`src/sv/bbd_pkg.sv`:
```
// Shared types and constants for the banked bus decoder.
// Used by every module of the block; depends on nothing.
package bbd_pkg;

  // Widest word index any memory can need: 24-bit byte space, 32-bit words.
  localparam int unsigned IDX_W = 22;

  // Config port: byte address width and register indexes.
  localparam int unsigned CFG_AW        = 3;
  localparam logic        REG_WRAM_MODE = 1'b0;

  localparam logic [7:0] REGION_MAIN = 8'h02;
  localparam logic [7:0] REGION_WRAM = 8'h03;
  localparam logic [7:0] REGION_IO   = 8'h04;

  // Address bit that selects the always-private upper half of region 3.
  localparam int unsigned HIGH_WRAM_BIT = 23;

  localparam logic [1:0] SIZE_BYTE = 2'd0;
  localparam logic [1:0] SIZE_HALF = 2'd1;
  localparam logic [1:0] SIZE_WORD = 2'd2;

  localparam logic [1:0] WMODE_PRIVATE = 2'd0;
  localparam logic [1:0] WMODE_FIRST   = 2'd1;
  localparam logic [1:0] WMODE_SECOND  = 2'd2;
  localparam logic [1:0] WMODE_FULL    = 2'd3;

  typedef enum logic [2:0] {
    TGT_MAIN   = 3'd0,
    TGT_PRIV   = 3'd1,
    TGT_SHARED = 3'd2,
    TGT_IO     = 3'd3,
    TGT_NONE   = 3'd4
  } target_t;

  typedef struct packed {
    logic        req_type;
    logic [1:0]  access_size;
    logic [31:0] address;
    logic [31:0] write_data;
  } in_t;

  typedef struct packed {
    logic [31:0] read_data;
    logic [2:0]  target;
    logic        io_forward;
  } out_t;

  // Classified access handed from front to back.
  typedef struct packed {
    target_t          target;
    logic             io_fwd;
    logic             is_write;
    logic [1:0]       size;
    logic [1:0]       lane;
    logic [3:0]       be;
    logic [31:0]      wdata;
    logic [IDX_W-1:0] idx;
  } dec_t;

endpackage

```
`src/sv/bbd_front.sv`:
```
// Front end: config register, input handshake and address classification.
// Depends on bbd_pkg.
module bbd_front #(
  parameter int MAIN_ADDR_BITS    = 22,
  parameter int PRIVATE_ADDR_BITS = 16,
  parameter int SHARED_ADDR_BITS  = 15
) (
  input  logic                        clk,
  input  logic                        rst_n,
  input  logic                        cfg_psel,
  input  logic                        cfg_penable,
  input  logic                        cfg_pwrite,
  input  logic [bbd_pkg::CFG_AW-1:0]  cfg_paddr,
  input  logic [31:0]                 cfg_pwdata,
  output logic [31:0]                 cfg_prdata,
  output logic                        cfg_pready,
  input  logic                        in_valid,
  output logic                        in_stall,
  input  bbd_pkg::in_t                in_data,
  input  logic                        q_full,
  output logic                        push,
  output bbd_pkg::dec_t               push_data
);

  localparam int unsigned IW = bbd_pkg::IDX_W;

  logic [1:0] wram_mode_r;
  logic       cfg_sel;
  logic [7:0] region;
  logic [31:0] addr;
  bbd_pkg::dec_t d;

  assign cfg_sel    = (cfg_paddr[bbd_pkg::CFG_AW-1:2] == bbd_pkg::REG_WRAM_MODE);
  assign cfg_pready = 1'b1;
  assign cfg_prdata = cfg_sel ? {30'd0, wram_mode_r} : 32'd0;

  always_ff @(posedge clk) begin
    if (!rst_n) begin
      wram_mode_r <= bbd_pkg::WMODE_PRIVATE;
    end else if (cfg_psel && cfg_penable && cfg_pwrite && cfg_sel) begin
      wram_mode_r <= cfg_pwdata[1:0];
    end
  end

  assign in_stall  = q_full;
  assign push      = in_valid && !q_full;
  assign push_data = d;

  assign addr   = in_data.address;
  assign region = addr[31:24];

  always_comb begin
    d          = '0;
    d.is_write = in_data.req_type;
    d.target   = bbd_pkg::TGT_NONE;
    // Align down to the size; narrow data is replicated across lanes.
    unique case (in_data.access_size)
      bbd_pkg::SIZE_BYTE: begin
        d.size  = bbd_pkg::SIZE_BYTE;
        d.lane  = addr[1:0];
        d.be    = 4'b0001 << addr[1:0];
        d.wdata = {4{in_data.write_data[7:0]}};
      end
      bbd_pkg::SIZE_HALF: begin
        d.size  = bbd_pkg::SIZE_HALF;
        d.lane  = {addr[1], 1'b0};
        d.be    = addr[1] ? 4'b1100 : 4'b0011;
        d.wdata = {2{in_data.write_data[15:0]}};
      end
      default: begin
        // size code three acts as a word
        d.size  = bbd_pkg::SIZE_WORD;
        d.lane  = 2'd0;
        d.be    = 4'b1111;
        d.wdata = in_data.write_data;
      end
    endcase

    unique case (region)
      bbd_pkg::REGION_MAIN: begin
        d.target = bbd_pkg::TGT_MAIN;
        d.idx    = IW'(addr[MAIN_ADDR_BITS-1:2]);
      end
      bbd_pkg::REGION_WRAM: begin
        if (addr[bbd_pkg::HIGH_WRAM_BIT] || wram_mode_r == bbd_pkg::WMODE_PRIVATE) begin
          d.target = bbd_pkg::TGT_PRIV;
          d.idx    = IW'(addr[PRIVATE_ADDR_BITS-1:2]);
        end else begin
          d.target = bbd_pkg::TGT_SHARED;
          unique case (wram_mode_r)
            bbd_pkg::WMODE_FIRST:  d.idx = IW'({1'b0, addr[SHARED_ADDR_BITS-2:2]});
            bbd_pkg::WMODE_SECOND: d.idx = IW'({1'b1, addr[SHARED_ADDR_BITS-2:2]});
            default:               d.idx = IW'(addr[SHARED_ADDR_BITS-1:2]);
          endcase
        end
      end
      bbd_pkg::REGION_IO: begin
        d.target = bbd_pkg::TGT_IO;
        d.io_fwd = 1'b1;
      end
      default: begin
        d.target = bbd_pkg::TGT_NONE;
      end
    endcase
  end

endmodule

```
`config.mk`:
```
export PLATFORM = sky130hd
export DESIGN_NAME = bbd_front
export DESIGN_NICKNAME = d
export VERILOG_FILES = /design/src/sv/bbd_pkg.sv /design/src/sv/bbd_front.sv
export SDC_FILE = /design/constraint.sdc
export NUM_CORES = 1
export LEC_CHECK = 0
export ABC_AREA = 1
export BUFFER_PORTS_ARGS = -buffer_cell sky130_fd_sc_hd__buf_2
export CAP_MARGIN = 20
export CORE_MARGIN = 10
export CORE_UTILIZATION = 28
export DETAILED_ROUTE_END_ITERATION = 16
export PLACE_DENSITY = 0.83
export SLEW_MARGIN = 20
export SYNTH_ARGS = -nofsm -noshare
export SYNTH_HDL_FRONTEND = slang
export SYNTH_SLANG_ARGS = --single-unit
```
`constraint.sdc`:
```
create_clock -name clk -period 1.4 [get_ports clk]
set_input_delay 0.07 -clock clk [delete_from_list [all_inputs] [get_ports clk]]
set_output_delay 0.07 -clock clk [all_outputs]
set_load 0.005 [all_outputs]
```
==> impl_metrics.env <==
export IMPL_met3RoutedLength_um=589
export IMPL_swShare_pct=38.8
export IMPL_fp_dieW_um=87.1
export IMPL_top_layer="met4"
export IMPL_cts_made_buffers=3
export IMPL_die_area_um2=7590
export IMPL_drv_cap=0
export IMPL_largest_register="wram_mode_r"
export IMPL_powerDensity_nw_per_um2=377
export IMPL_clock_path_buffers=2
export IMPL_finalSetupViolations=0
export IMPL_rows=24
export IMPL_core_area_um2=4350
export IMPL_wl_met1_um=1760
export IMPL_dp_cells=413
export IMPL_globalRouteOverflowTotal=0
export IMPL_finalHoldViolations=0
export IMPL_drc_errors=0
export IMPL_power_total_mw=0.707
export IMPL_crit_type="reg2out"
export IMPL_cp_end_kind="output port"
export IMPL_fin_area_um2=1880
export IMPL_routed_wl_um=5280
export IMPL_fin_ws_ns=0.00582
export IMPL_start_util_pct=29.0
export IMPL_p_sw_mw=0.274
export IMPL_post_cts_buffers=0
export IMPL_ys_ff_latch=2
export IMPL_nets=477
export IMPL_reg2reg_slack_ns=0.82
export IMPL_clockRootBuffer="clkbuf_8"
export IMPL_die_height_um=87.1
export IMPL_fillers=463
export IMPL_portBuffers=142
export IMPL_postSynthAreaPerCell_um2=5.41
export IMPL_fin_crit_sh_pct=99.6
export IMPL_drt_iter0_markers=36
export IMPL_cts_tree="done"
export IMPL_dpl_cell_area_um2=1810
export IMPL_reg_top3="wram_mode_r: 2 flops"
export IMPL_clock_skew_final_ns=0
export IMPL_clock_sinks=2
export IMPL_post_drt_wl_per_cell_um=12.7
export IMPL_final_cell_mix="142 x buf_2, 68 x nand2_1, 40 x inv_1"
export IMPL_ant_nets=0
export IMPL_seq_area_frac_synth_pct=3.17
export IMPL_rsz0062_at_grt="yes"
export IMPL_netlist_area_um2=1260
export IMPL_start_kind="flip-flop"
export IMPL_vias=1675
export IMPL_hold_class="in2reg"
export IMPL_grt_usage_pct=12.4
export IMPL_clkTransAtPathRegs_ns=0.03
export IMPL_clkLatencyLatePin_ns=0.21
export IMPL_cp_max_fo=3
export IMPL_arrival_ns=1.32
export IMPL_timing_fmax_mhz=717
export IMPL_synth_cells=233
export IMPL_worstMarginPinSlew_ns=0.668
export IMPL_slew_violations=0
export IMPL_place_congestion=0.783
export IMPL_grt_max_degree=17
export IMPL_final_setup_tns_ns=0
export IMPL_diodes=0
export IMPL_met2_length_um=2860
export IMPL_layout_commonest_cell="buf_2"
export IMPL_io_pins=211
export IMPL_area_delta_synth_final_pct=48.7
export IMPL_antenna_found_initial=0
export IMPL_largest_reg_flops=2
export IMPL_post_route_min_period_ns=1.39
export IMPL_status="finished clean"
export IMPL_synth_warnings=0
export IMPL_fin_util_pct=43.1
export IMPL_htreeDepth=1
export IMPL_via_per_inst=4.03
export IMPL_dp_slack_ns=0.126
export IMPL_vdd_drop_max_v=0.000345
export IMPL_synth_cell_types=19
export IMPL_cp_data_required_time_ns=1.33
export IMPL_leakage_nw=1.29
export IMPL_p_int_mw=0.433
export IMPL_max_slew_margin_pct=55.4
export IMPL_pwr_share_seq_pct=8.7
export IMPL_drive_gt1_share_pct=48.4
export IMPL_final_cells=416
export IMPL_drtPass1Iterations=4
export IMPL_first_global_vias=1752
export IMPL_grt_pass1_wl_um=7940
export IMPL_dp_hpwl_um=4820
export IMPL_combPwrFrac_pct=59.1
export IMPL_holdWs_ns=0.100
export IMPL_clkPwrFrac_pct=32.2
power by group through the flow:
stage                     logic [mW]  clock network, mW  registers (mW)
after global placement         0.400                  0          0.0613
after detailed placement       0.408                  0          0.0615
after CTS                      0.416              0.235          0.0612
after global routing           0.473              0.239          0.0617
after floorplan                0.264                  0          0.0611
final                          0.418              0.228          0.0615
final timing paths:
path,to,start,cells past startpoint
hold / removal,wram_mode_r[1],rst_n,3
hold reg to reg,wram_mode_r[0],wram_mode_r[0],2
setup / recovery,push_data[12],wram_mode_r[1],10
setup reg to reg,wram_mode_r[1],wram_mode_r[1],2
metal layers:
metal  vias to the layer above  track usage, %
met4                         0            4.20
met2                        89            24.5
li1                        867               -
met5                         -               0
met3                         6            4.03
met1                       713            11.5
synth_stat cells:
cell type	n	share of area, %
buf_2	2	0.79
buf_4	44	26
ha_1	2	2.0
nor2_1	26	7.7
clkbuf_1	1	0.30
nand2_2	3	1.5
conb_1	2	0.60
inv_2	1	0.30
o211ai_1	5	3.0
nand4_1	1	0.50
nor2_4	12	11
dfxtp_1	2	3.2
nor2_2	6	3.0
a21oi_1	3	1.2
nand2_1	68	20
inv_1	42	12
buf_12	1	1.6
o21ai_0	8	3.2
nand3_1	4	1.6
cell families after synthesis:
logic type	Yosys count	share of synthesized area (%)
buffers and inverters	91	41.7
and+or+nand+nor	120	45.2
other	2	0.595
adders and majority gates	2	1.98
AOI/OAI and AO/OA	16	7.34
DFF	2	3.17
worst max-delay path: stages, from the launching register on:
cell	delay, ns
dfxtp_2	0.33
inv_2	0.06
ha_4	0.26
inv_1	0.03
nand2_1	0.04
nand2_1	0.04
nand2_1	0.05
nand2_1	0.05
nand2_1	0.08
nand2_1	0.05
buf_2	0.12
layout make-up:
cell class              count  area, µm²  share of cell area [%]
clock buffers               3       41.3                    2.20
inverters                  43        161                    8.61
multi-input cells         171        832                    44.4
flip-flops and latches      2       42.5                    2.27
well taps                  52       65.1                    3.47
repair buffers            145        733                    39.1
repair_timing:
item / 4_1_cts / 5_1_grt
setup endpoints to repair: 3 / 1
pin swaps: 1 / 0
hold endpoints to repair: 0 / 0
hold buffers: 0 / 0
resized for setup: 5 / 2
No activity file was read; power rests on OpenSTA's default activity.
