## config.mk

```make
export PLATFORM = sky130hd
export DESIGN_NAME = bbd_queue
export DESIGN_NICKNAME = d
export VERILOG_FILES = /design/src/sv/bbd_pkg.sv /design/src/sv/bbd_queue.sv
export SDC_FILE = /design/constraint.sdc
export NUM_CORES = 1
export LEC_CHECK = 0
export ABC_AREA = 1
export BUFFER_PORTS_ARGS = -buffer_cell sky130_fd_sc_hd__buf_2
export CORE_MARGIN = 10
export CORE_UTILIZATION = 40
export DETAILED_ROUTE_END_ITERATION = 16
export GPL_ROUTABILITY_DRIVEN = 0
export PLACE_DENSITY_LB_ADDON = 0.05
export SLEW_MARGIN = 30
export SYNTH_ARGS = -nofsm -noshare
export SYNTH_HDL_FRONTEND = slang
export SYNTH_SLANG_ARGS = --single-unit
```

## constraint.sdc

```tcl
create_clock -name clk -period 5.1 [get_ports clk]
set_input_delay 1.02 -clock clk [delete_from_list [all_inputs] [get_ports clk]]
set_output_delay 1.02 -clock clk [all_outputs]
set_load 0.005 [all_outputs]
```

## src/sv/bbd_pkg.sv

```systemverilog
// Shared types and constants for the banked bus decoder.
// Used by every module of the block; depends on nothing.
package bbd_pkg;

  // Widest word index any memory can need: 24-bit byte space, 32-bit words.
  localparam int unsigned IDX_W = 22;

  // Config port: byte address width and register indexes.
  localparam int unsigned CFG_AW        = 3;
  localparam logic        REG_WRAM_MODE = 1'b0;

  localparam logic [7:0] REGION_MAIN = 8'h02;
  localparam logic [7:0] REGION_WRAM = 8'h03;
  localparam logic [7:0] REGION_IO   = 8'h04;

  // Address bit that selects the always-private upper half of region 3.
  localparam int unsigned HIGH_WRAM_BIT = 23;

  localparam logic [1:0] SIZE_BYTE = 2'd0;
  localparam logic [1:0] SIZE_HALF = 2'd1;
  localparam logic [1:0] SIZE_WORD = 2'd2;

  localparam logic [1:0] WMODE_PRIVATE = 2'd0;
  localparam logic [1:0] WMODE_FIRST   = 2'd1;
  localparam logic [1:0] WMODE_SECOND  = 2'd2;
  localparam logic [1:0] WMODE_FULL    = 2'd3;

  typedef enum logic [2:0] {
    TGT_MAIN   = 3'd0,
    TGT_PRIV   = 3'd1,
    TGT_SHARED = 3'd2,
    TGT_IO     = 3'd3,
    TGT_NONE   = 3'd4
  } target_t;

  typedef struct packed {
    logic        req_type;
    logic [1:0]  access_size;
    logic [31:0] address;
    logic [31:0] write_data;
  } in_t;

  typedef struct packed {
    logic [31:0] read_data;
    logic [2:0]  target;
    logic        io_forward;
  } out_t;

  // Classified access handed from front to back.
  typedef struct packed {
    target_t          target;
    logic             io_fwd;
    logic             is_write;
    logic [1:0]       size;
    logic [1:0]       lane;
    logic [3:0]       be;
    logic [31:0]      wdata;
    logic [IDX_W-1:0] idx;
  } dec_t;

endpackage

```

## src/sv/bbd_queue.sv

```systemverilog
// Two-entry queue of classified accesses between front and back.
// Depends on bbd_pkg.
module bbd_queue (
  input  logic          clk,
  input  logic          rst_n,
  input  logic          push,
  input  bbd_pkg::dec_t push_data,
  output logic          full,
  input  logic          pop,
  output logic          head_valid,
  output bbd_pkg::dec_t head_data
);

  bbd_pkg::dec_t entry_r [2];
  logic       wr_ptr_r, wr_ptr_nxt;
  logic       rd_ptr_r, rd_ptr_nxt;
  logic [1:0] cnt_r, cnt_nxt;

  assign full       = (cnt_r == 2'd2);
  assign head_valid = (cnt_r != 2'd0);
  assign head_data  = entry_r[rd_ptr_r];

  always_comb begin
    wr_ptr_nxt = push ? ~wr_ptr_r : wr_ptr_r;
    rd_ptr_nxt = pop  ? ~rd_ptr_r : rd_ptr_r;
    cnt_nxt    = cnt_r + {1'b0, push} - {1'b0, pop};
  end

  always_ff @(posedge clk) begin
    if (!rst_n) begin
      wr_ptr_r <= 1'b0;
      rd_ptr_r <= 1'b0;
      cnt_r    <= 2'd0;
    end else begin
      wr_ptr_r <= wr_ptr_nxt;
      rd_ptr_r <= rd_ptr_nxt;
      cnt_r    <= cnt_nxt;
    end
  end

  always_ff @(posedge clk) begin
    if (push) begin
      entry_r[wr_ptr_r] <= push_data;
    end
  end

endmodule

```

==> results of run 1 <==
how the worst min path moves through the flow:
stage | to | cells after the start | slack [ns] | from
final | rd_ptr_r | 2 | 0.50 | rd_ptr_r
after global routing | rd_ptr_r | 2 | 0.54 | rd_ptr_r
after CTS | rd_ptr_r | 2 | 0.50 | rd_ptr_r
after detailed placement | rd_ptr_r | 2 | 0.49 | rd_ptr_r
after global placement | rd_ptr_r | 2 | 0.48 | rd_ptr_r
after floorplan | flip-flop | 2 | 0.46 | rd_ptr_r
area by class of cell:
class,instances,share of cell area
tap,172,0.03245
timing repair buffer,145,0.1215
clock inverter,5,0.003208
clock buffer,26,0.06925
inverter,7,0.004340
multi-input combinational,88,0.1468
sequential,139,0.6225
critical path: cells and delay by family (launching register included):
kind | cells | cell delay [ns]
mux | 1 | 0.37
flops | 1 | 0.57
buf+inv | 3 | 0.62
kinds of logic after synthesis:
| group | Yosys count | share of synthesized area |
|---|---|---|
| DFF | 139 | 0.7973 |
| muxes | 67 | 0.1676 |
| and+or+nand+nor | 18 | 0.01330 |
| buffers and inverters | 14 | 0.01597 |
| adders and majority gates | 2 | 0.004837 |
| AOI/OAI and AO/OA | 1 | 0.0009667 |
through the flow:
step	util	setup WS [ns]	cells
final	0.5255	2.104	582
after global routing	0.5255	1.987	582
after CTS	0.5255	2.027	582
after detailed placement	0.4874	2.471	551
after global placement	0.4807	2.238	547
after floorplan	-	0.7367	241
layer usage:
metal  global-route usage  share of wire
met5                    0              0
met2               0.1836           0.50
met3              0.05075          0.070
met1               0.1235           0.42
met4              0.05623         0.0094
synthesized netlist by cell type (all sizes together):
| cell type | count | area share |
|---|---|---|
| a21oi | 1 | 0.00097 |
| inv | 7 | 0.0051 |
| nand3 | 1 | 0.00097 |
| nand2 | 9 | 0.0065 |
| nor2 | 8 | 0.0058 |
| dfxtp | 5 | 0.019 |
| buf | 7 | 0.011 |
| ha | 2 | 0.0048 |
| edfxtp | 134 | 0.78 |
| mux2 | 67 | 0.17 |
cells in the final DEF (no fill, tap or decap), types with 2 or more instances in the layout:
cell	instances
clkinv_2	2
clkbuf_16	17
clkinv_1	3
edfxtp_1	134
dfxtp_1	4
clkbuf_1	9
nand2_1	9
inv_1	6
ha_1	2
mux2_4	30
nor2_1	7
buf_2	139
mux2_2	37
buf_12	3
power groups by stage:
stage / logic, uW / registers, uW / clock network, uW
floorplan: 128 / 1360 / 0
global placement: 221 / 1380 / 0
detailed placement: 247 / 1370 / 0
CTS: 248 / 1340 / 1040
global route: 265 / 1350 / 1090
finish: 239 / 1340 / 1010
registers in the layout (all words and copies together), names as in the netlist, named ones only:
name,count
cnt_r,2
rd_ptr_r,1
entry_r,134
wr_ptr_r,1
==> results.yml, run 1 <==
outcome:
  status: "finished, final reports clean"
power_and_ir_drop:
  power.internal_uw: 2061
  p_switching_uw: 529.2
  power_frac_clock: 0.390
  pwr_density_cell_mw_per_mm2: 390.6
  finalPower_uw: 2590
  comb_power_share: 0.092
  ir_drop_uv: 208.6
  power.share.sequential: 0.518
  switching_share: 0.2043
  p_leak_uw: 0.002593
final_layout:
  multiInputGateArea_um2: 973.4
  fill_cells: 1083
  final-seq-area_mm2: 0.004128
  layout-drive-gt1-share: 0.5707
  syn_to_final_growth_pct: 28.21
  antenna_cells: 0
  stdcell_area_mm2: 0.006631
  nNetsFinal: 471
floorplanning:
  fp-row-count: 41
  core_area_mm2: 0.01262
  die_h_um: 133.7
  die-area_mm2: 0.01788
  die_x_um: 133.7
  io_pins: 140
  start_util: 0.4099
worst_setup_path:
  cp-start-kind: "flip-flop"
  endpoint: "head_data[66]"
  ff2ff_setup_slack_ns: 3.35
  arrival_ns: 1.98
  slowest_delay_ns: 0.57
  critical_path.max_fanout: 26
  worstPathCellList: "buf_12, buf_12, mux2_2, buf_2"
  crit_path_top_delay_cell: "dfxtp_4"
  cp_data_required_time_ns: 4.08
  cp-end-kind: "output port"
  reg2reg_from: "wr_ptr_r"
  r2r_cells: 3
  cp_common_cell: "buf_12"
  r2r-end: "entry_r[1][60]"
  criticalPathCategory: "reg2out"
synth:
  syn_nets: 314
  syn_avg_cell_area_um2: 21.46
  post_synth_num_cell_types: 13
  ys_ff_latch: 139
  netlist_instances: 241
  synth_area_mm2: 0.005172
  yosys_warnings: 0
  yosysSeqAreaShare: 0.7973
clock_network:
  ctsResizeCount: 0
  ctsHtreeMaxLevel: 4
  post_cts_buffers: 0
  cts_tree: "yes"
  cts_buffers: 17
  cts_hold_buf: 0
  clockBufferDepth: 2
  insertion_delay_ns: 0.40
  cts-root-buf: "clkbuf_16"
  clk_pin_slew_ns: 0.05
  cts_sinks: 139
global_route:
  grt_max_degree: 48
  grt_pass1_wl_um: 15280
  antenna_found_initial: 0
  grt_usage: 0.1132
  grt_pass1_vias: 2957
  grt-ovfl-total: 0
detailed_routing:
  route.detailed.drc: 0
  vias: 2623
  wl_per_cell_um: 17.24
  wl_um: 10040
  dr.pass1.iters: 4
  vias_per_cell: 4.507
  antenna_left: 0
  first_iter_violations: 122
placement:
  dpl.hpwl_um: 6980
  dpl-instance-area_mm2: 0.006151
  portBuffers: 139
sta:
  fmax_mhz: 333.8
  drv_slew: 0
  setup_viol: 0
  tightest_slew_ns: 0.6340
  worst_clock_skew_ns: 0.005273
  relSlewSlack: 0.5773
  finalSetupTns_ns: 0
  fin_crit_sh: 0.5875
  hold_slack_ns: 0.5008
  hold_viol: 0
  period_minus_slack_ns: 2.996
  rsz0062_at_grt: "false"
flow_run:
  drv_cap: 0
worst_hold_path:
  min_path_type: "reg2reg"
Power figures use the tool's default switching activity.
==> run 2: changes to the inputs <==
- clock period: 5.1 -> 3.05 ns (I/O delays scaled with it)
==> run 2 against run 1 <==
Net effect: sequential share of layout area down 0.78 points; utilization grew 0.66 points; setup slack got worse by 1.5 ns; routed wire length increased by 0.21%; combinational power up 60%; clock power is 110% higher; sequential cell count is the same.
==> results.yml, run 2 (synthesis gave the netlist of run 1 again) <==
outcome:
  status: "finished, final reports clean"
clock_network:
  clockBufferDepth: 2
  cts_sinks: 139
  cts-root-buf: "clkbuf_16"
  ctsHtreeMaxLevel: 4
  ctsResizeCount: 0
  clk_pin_slew_ns: 0.06
  cts_tree: "yes"
  cts_buffers: 17
  post_cts_buffers: 0
  cts_hold_buf: 0
  insertion_delay_ns: 0.41
worst_setup_path:
  cp_data_required_time_ns: 2.44
  endpoint: "head_data[15]"
  critical_path.max_fanout: 29
  r2r_cells: 3
  criticalPathCategory: "reg2out"
  cp-start-kind: "flip-flop"
  reg2reg_from: "wr_ptr_r"
  arrival_ns: 1.88
  ff2ff_setup_slack_ns: 1.78
  r2r-end: "entry_r[1][27]"
  cp-end-kind: "output port"
detailed_routing:
  dr.pass1.iters: 4
  vias: 2614
  wl_per_cell_um: 17.28
  wl_um: 10060
  vias_per_cell: 4.491
  route.detailed.drc: 0
  first_iter_violations: 145
  antenna_left: 0
final_layout:
  multiInputGateArea_um2: 973.4
  layout-drive-gt1-share: 0.5941
  nNetsFinal: 469
  max_flop_register: "entry_r"
  mostFrequentLayoutCell: "buf_2"
  largest_reg_flops: 134
  final-seq-area_mm2: 0.004128
  final_cell_mix: "buf_2 (139), edfxtp_1 (134), mux2_2 (37)"
  largestRegisters: "entry_r: 134 flops, cnt_r: 2 flops"
  stdcell_area_mm2: 0.006715
  syn_to_final_growth_pct: 29.83
  fill_cells: 1071
sta:
  drv_slew: 0
  rsz0062_at_grt: "false"
  period_minus_slack_ns: 2.494
  fin_crit_sh: 0.8176
  hold_viol: 0
  setup_viol: 0
  worst_clock_skew_ns: 0.004953
  finalSetupTns_ns: 0
  fmax_mhz: 401.0
  tightest_slew_ns: 0.4484
  relSlewSlack: 0.7011
flow_run:
  drv_cap: 0
floorplanning:
  die_h_um: 133.7
  start_util: 0.4099
  fp-row-count: 41
  core_area_mm2: 0.01262
  die-area_mm2: 0.01788
  die_x_um: 133.7
  io_pins: 140
power_and_ir_drop:
  finalPower_uw: 4708
  pwr_density_cell_mw_per_mm2: 701.1
  ir_drop_uv: 362.5
  p_leak_uw: 0.002637
global_route:
  grt_usage: 0.1144
  grt-ovfl-total: 0
  grt_pass1_vias: 2899
  grt_max_degree: 68
  grt_pass1_wl_um: 15350
  antenna_found_initial: 2
placement:
  portBuffers: 139
  dpl.hpwl_um: 6669
  dpl-instance-area_mm2: 0.006106
worst_hold_path:
  min_path_type: "in2reg"
[run 2: cell count changes in the layout (fill, tap and decap cells not counted), sizes merged]
cell / delta
clkbuf: -8
bufinv: +4
clkinv: +3
buf: -2
clkinvlp: +2
diode: +1
[run 2: final cells by class]
type                       instances  area share
tap                              172     0.03205
inverter                           7    0.003913
multi-input combinational         88      0.1450
timing repair buffer             143      0.1137
sequential                       139      0.6147
clock inverter                    14     0.02646
clock buffer                      18     0.06391
antenna                            1   0.0003726
[run 2: per-stage QoR]
stage | hold WS, ns | instances | utilization | setup WS, ns
detailed placement | 0.5035 | 549 | 0.4838 | 0.9344
finish | 0.3805 | 582 | 0.5321 | 0.5564
CTS | 0.3579 | 581 | 0.5319 | 0.4820
global placement | 0.4770 | 549 | 0.4838 | 0.9388
floorplan | 0.4635 | 241 | - | 0.2566
global route | 0.3634 | 581 | 0.5319 | 0.4528
[run 2: worst min path at each step]
stage                        startpoint        endpoint  slack (ns)  cells after the start
final                      push_data[0]   entry_r[0][0]        0.38                      1
after floorplan                rd_ptr_r       flip-flop        0.46                      2
after detailed placement       rd_ptr_r       flip-flop        0.50                      2
after CTS                 push_data[33]  entry_r[0][33]        0.36                      1
after global placement         rd_ptr_r       flip-flop        0.48                      2
after global routing      push_data[18]  entry_r[0][18]        0.36                      1
[run 2: power by group]
group          leakage (uW)  switching (uW)  internal, uW  total [uW]
combinational       0.00104             177           205         382
clock              0.000297             727          1350        2080
sequential          0.00130            34.9          2210        2250
[run 2: metal layers]
layer,share of wire,routed length [um],GRT usage
met1,0.40,4039,0.1200
met2,0.48,4875,0.1817
met3,0.092,921,0.06353
met4,0.020,201,0.05804
met5,0.0018,18,0
[run 2: critical path: stages (launching register included)]
cell and delay (ns):
dfxtp_4 0.63, buf_4 0.34, mux2_2 0.36, buf_2 0.13
==> run 3: changes to the inputs <==
- clock period: 3.05 -> 2.1 ns (I/O delays scaled with it)
==> run 3 against run 2 <==
Net effect: sequential power is 44% higher; utilization is 0.45 points lower; clock skew hardly changed; clock power is 16% higher; power is 33% higher; count of clock-buffer cells in the layout is 4 higher; cell area is 0.84% lower; critical path depth stayed put; hold slack worse by 0.18 ns; routed wire length is 1.5% higher; register-to-register slack worse by 1.2 ns; via count is 0.42% lower; critical path type unchanged; largest cell class unchanged; highest routed layer unchanged.
==> results.yml, run 3 (synthesis gave the netlist of run 1 again) <==
outcome:
  status: "finished, final reports clean"
clock_network:
  insertion_delay_ns: 0.41
  cts_sinks: 139
  clockBufferDepth: 2
  cts-root-buf: "clkbuf_16"
  cts_buffers: 17
  ctsResizeCount: 0
  post_cts_buffers: 1
  cts_tree: "yes"
  clk_pin_slew_ns: 0.05
  cts_hold_buf: 0
  ctsHtreeMaxLevel: 4
global_route:
  grt_pass1_wl_um: 15740
  grt-ovfl-total: 0
  antenna_found_initial: 1
  grt_max_degree: 42
  grt_usage: 0.1159
  grt_pass1_vias: 2963
final_layout:
  mostFrequentLayoutCell: "buf_2"
  syn_to_final_growth_pct: 28.74
  largest_reg_flops: 134
  antenna_cells: 0
  fill_cells: 1058
  final_cell_mix: "buf_2 (139), edfxtp_1 (134), mux2_2 (37)"
  layout-drive-gt1-share: 0.5704
  nNetsFinal: 474
  largestRegisters: "entry_r: 134 flops, cnt_r: 2 flops"
  stdcell_area_mm2: 0.006659
  max_flop_register: "entry_r"
detailed_routing:
  dr.pass1.iters: 4
  first_iter_violations: 140
  wl_um: 10200
  antenna_left: 0
  route.detailed.drc: 0
  wl_per_cell_um: 17.47
  vias: 2603
  vias_per_cell: 4.457
power_and_ir_drop:
  p_leak_uw: 0.002598
  ir_drop_uv: 614.1
  pwr_density_cell_mw_per_mm2: 939.7
floorplanning:
  die_x_um: 133.7
  core_area_mm2: 0.01262
  start_util: 0.4099
  io_pins: 140
  die-area_mm2: 0.01788
  fp-row-count: 41
  die_h_um: 133.7
sta:
  rsz0062_at_grt: "false"
  drv_slew: 0
  finalSetupTns_ns: 0
  tightest_slew_ns: 0.4585
  fin_crit_sh: 0.9615
  hold_viol: 0
  period_minus_slack_ns: 2.019
  setup_viol: 0
  relSlewSlack: 0.6937
  fmax_mhz: 495.3
  worst_clock_skew_ns: 0.005372
worst_setup_path:
  cp-end-kind: "output port"
  worstPathCellList: "buf_4, mux2_2, buf_2"
  crit_path_top_delay_cell: "dfxtp_4"
  cp-start-kind: "flip-flop"
  cp_data_required_time_ns: 1.68
  arrival_ns: 1.60
  critical_path.max_fanout: 11
  criticalPathCategory: "reg2out"
  slowest_delay_ns: 0.47
placement:
  dpl.hpwl_um: 7158
  dpl-instance-area_mm2: 0.006177
  portBuffers: 139
flow_run:
  drv_cap: 0
worst_hold_path:
  min_path_type: "in2reg"
==> run 3: cell types whose count changed in the layout (fill, tap and decap cells not counted), sizes merged <==
cell	previous run	this run
bufinv	4	0
diode	1	0
inv	7	6
clkinvlp	2	1
buf	143	148
clkbuf	18	22
==> run 3: cell type report <==
class                   instances  area [um^2]  share of cell area
flip-flops and latches        139         4128              0.6199
multi-input cells              88        973.4              0.1462
repair buffers                148        838.3              0.1259
clock buffers                  22        444.2             0.06670
well taps                     172        215.2             0.03232
clock inverters                 8        30.03            0.004510
inverters                       7        30.03            0.004510
==> run 3: final timing paths <==
kind	depth (start not counted)	slack [ns]	end	start
setup / recovery	3	0.08	head_data[33]	flip-flop
hold / removal	1	0.20	entry_r[0][66]	push_data[66]
setup reg to reg	3	0.62	entry_r[1][40]	wr_ptr_r
hold reg to reg	2	0.51	rd_ptr_r	rd_ptr_r
==> run 3: through the flow <==
step	total power, uW	hold slack, ns	setup slack [ns]	cells	util
detailed placement	3917	0.4960	0.3656	553	0.4895
floorplan	3609	0.4635	0.2117	241	-
CTS	6347	0.1796	0.03635	584	0.5277
global placement	3903	0.4739	0.3452	553	0.4895
global route	6520	0.1837	0.0002818	584	0.5277
finish	6257	0.2011	0.08094	584	0.5277
==> run 3: worst max-delay path: cells and delay by family, from the launching register on <==
family | cells | cell delay [ns]
DFF | 1 | 0.47
buffers and inverters | 2 | 0.37
muxes | 1 | 0.36
==> run 3: power by group <==
group	switching (uW)	internal (uW)
logic	273	317
registers	41.5	3210
clock network	957	1460
==> run 3: layer usage <==
layer / global-route usage / routed length [um] / part of all wire / vias up
li1: - / - / - / 1251
met1: 0.1289 / 4340 / 0.43 / 1246
met2: 0.1839 / 4840 / 0.47 / 89
met3: 0.05639 / 840 / 0.082 / 15
met4: 0.05260 / 174 / 0.017 / 2
met5: 0 / 7 / 0.00069 / -
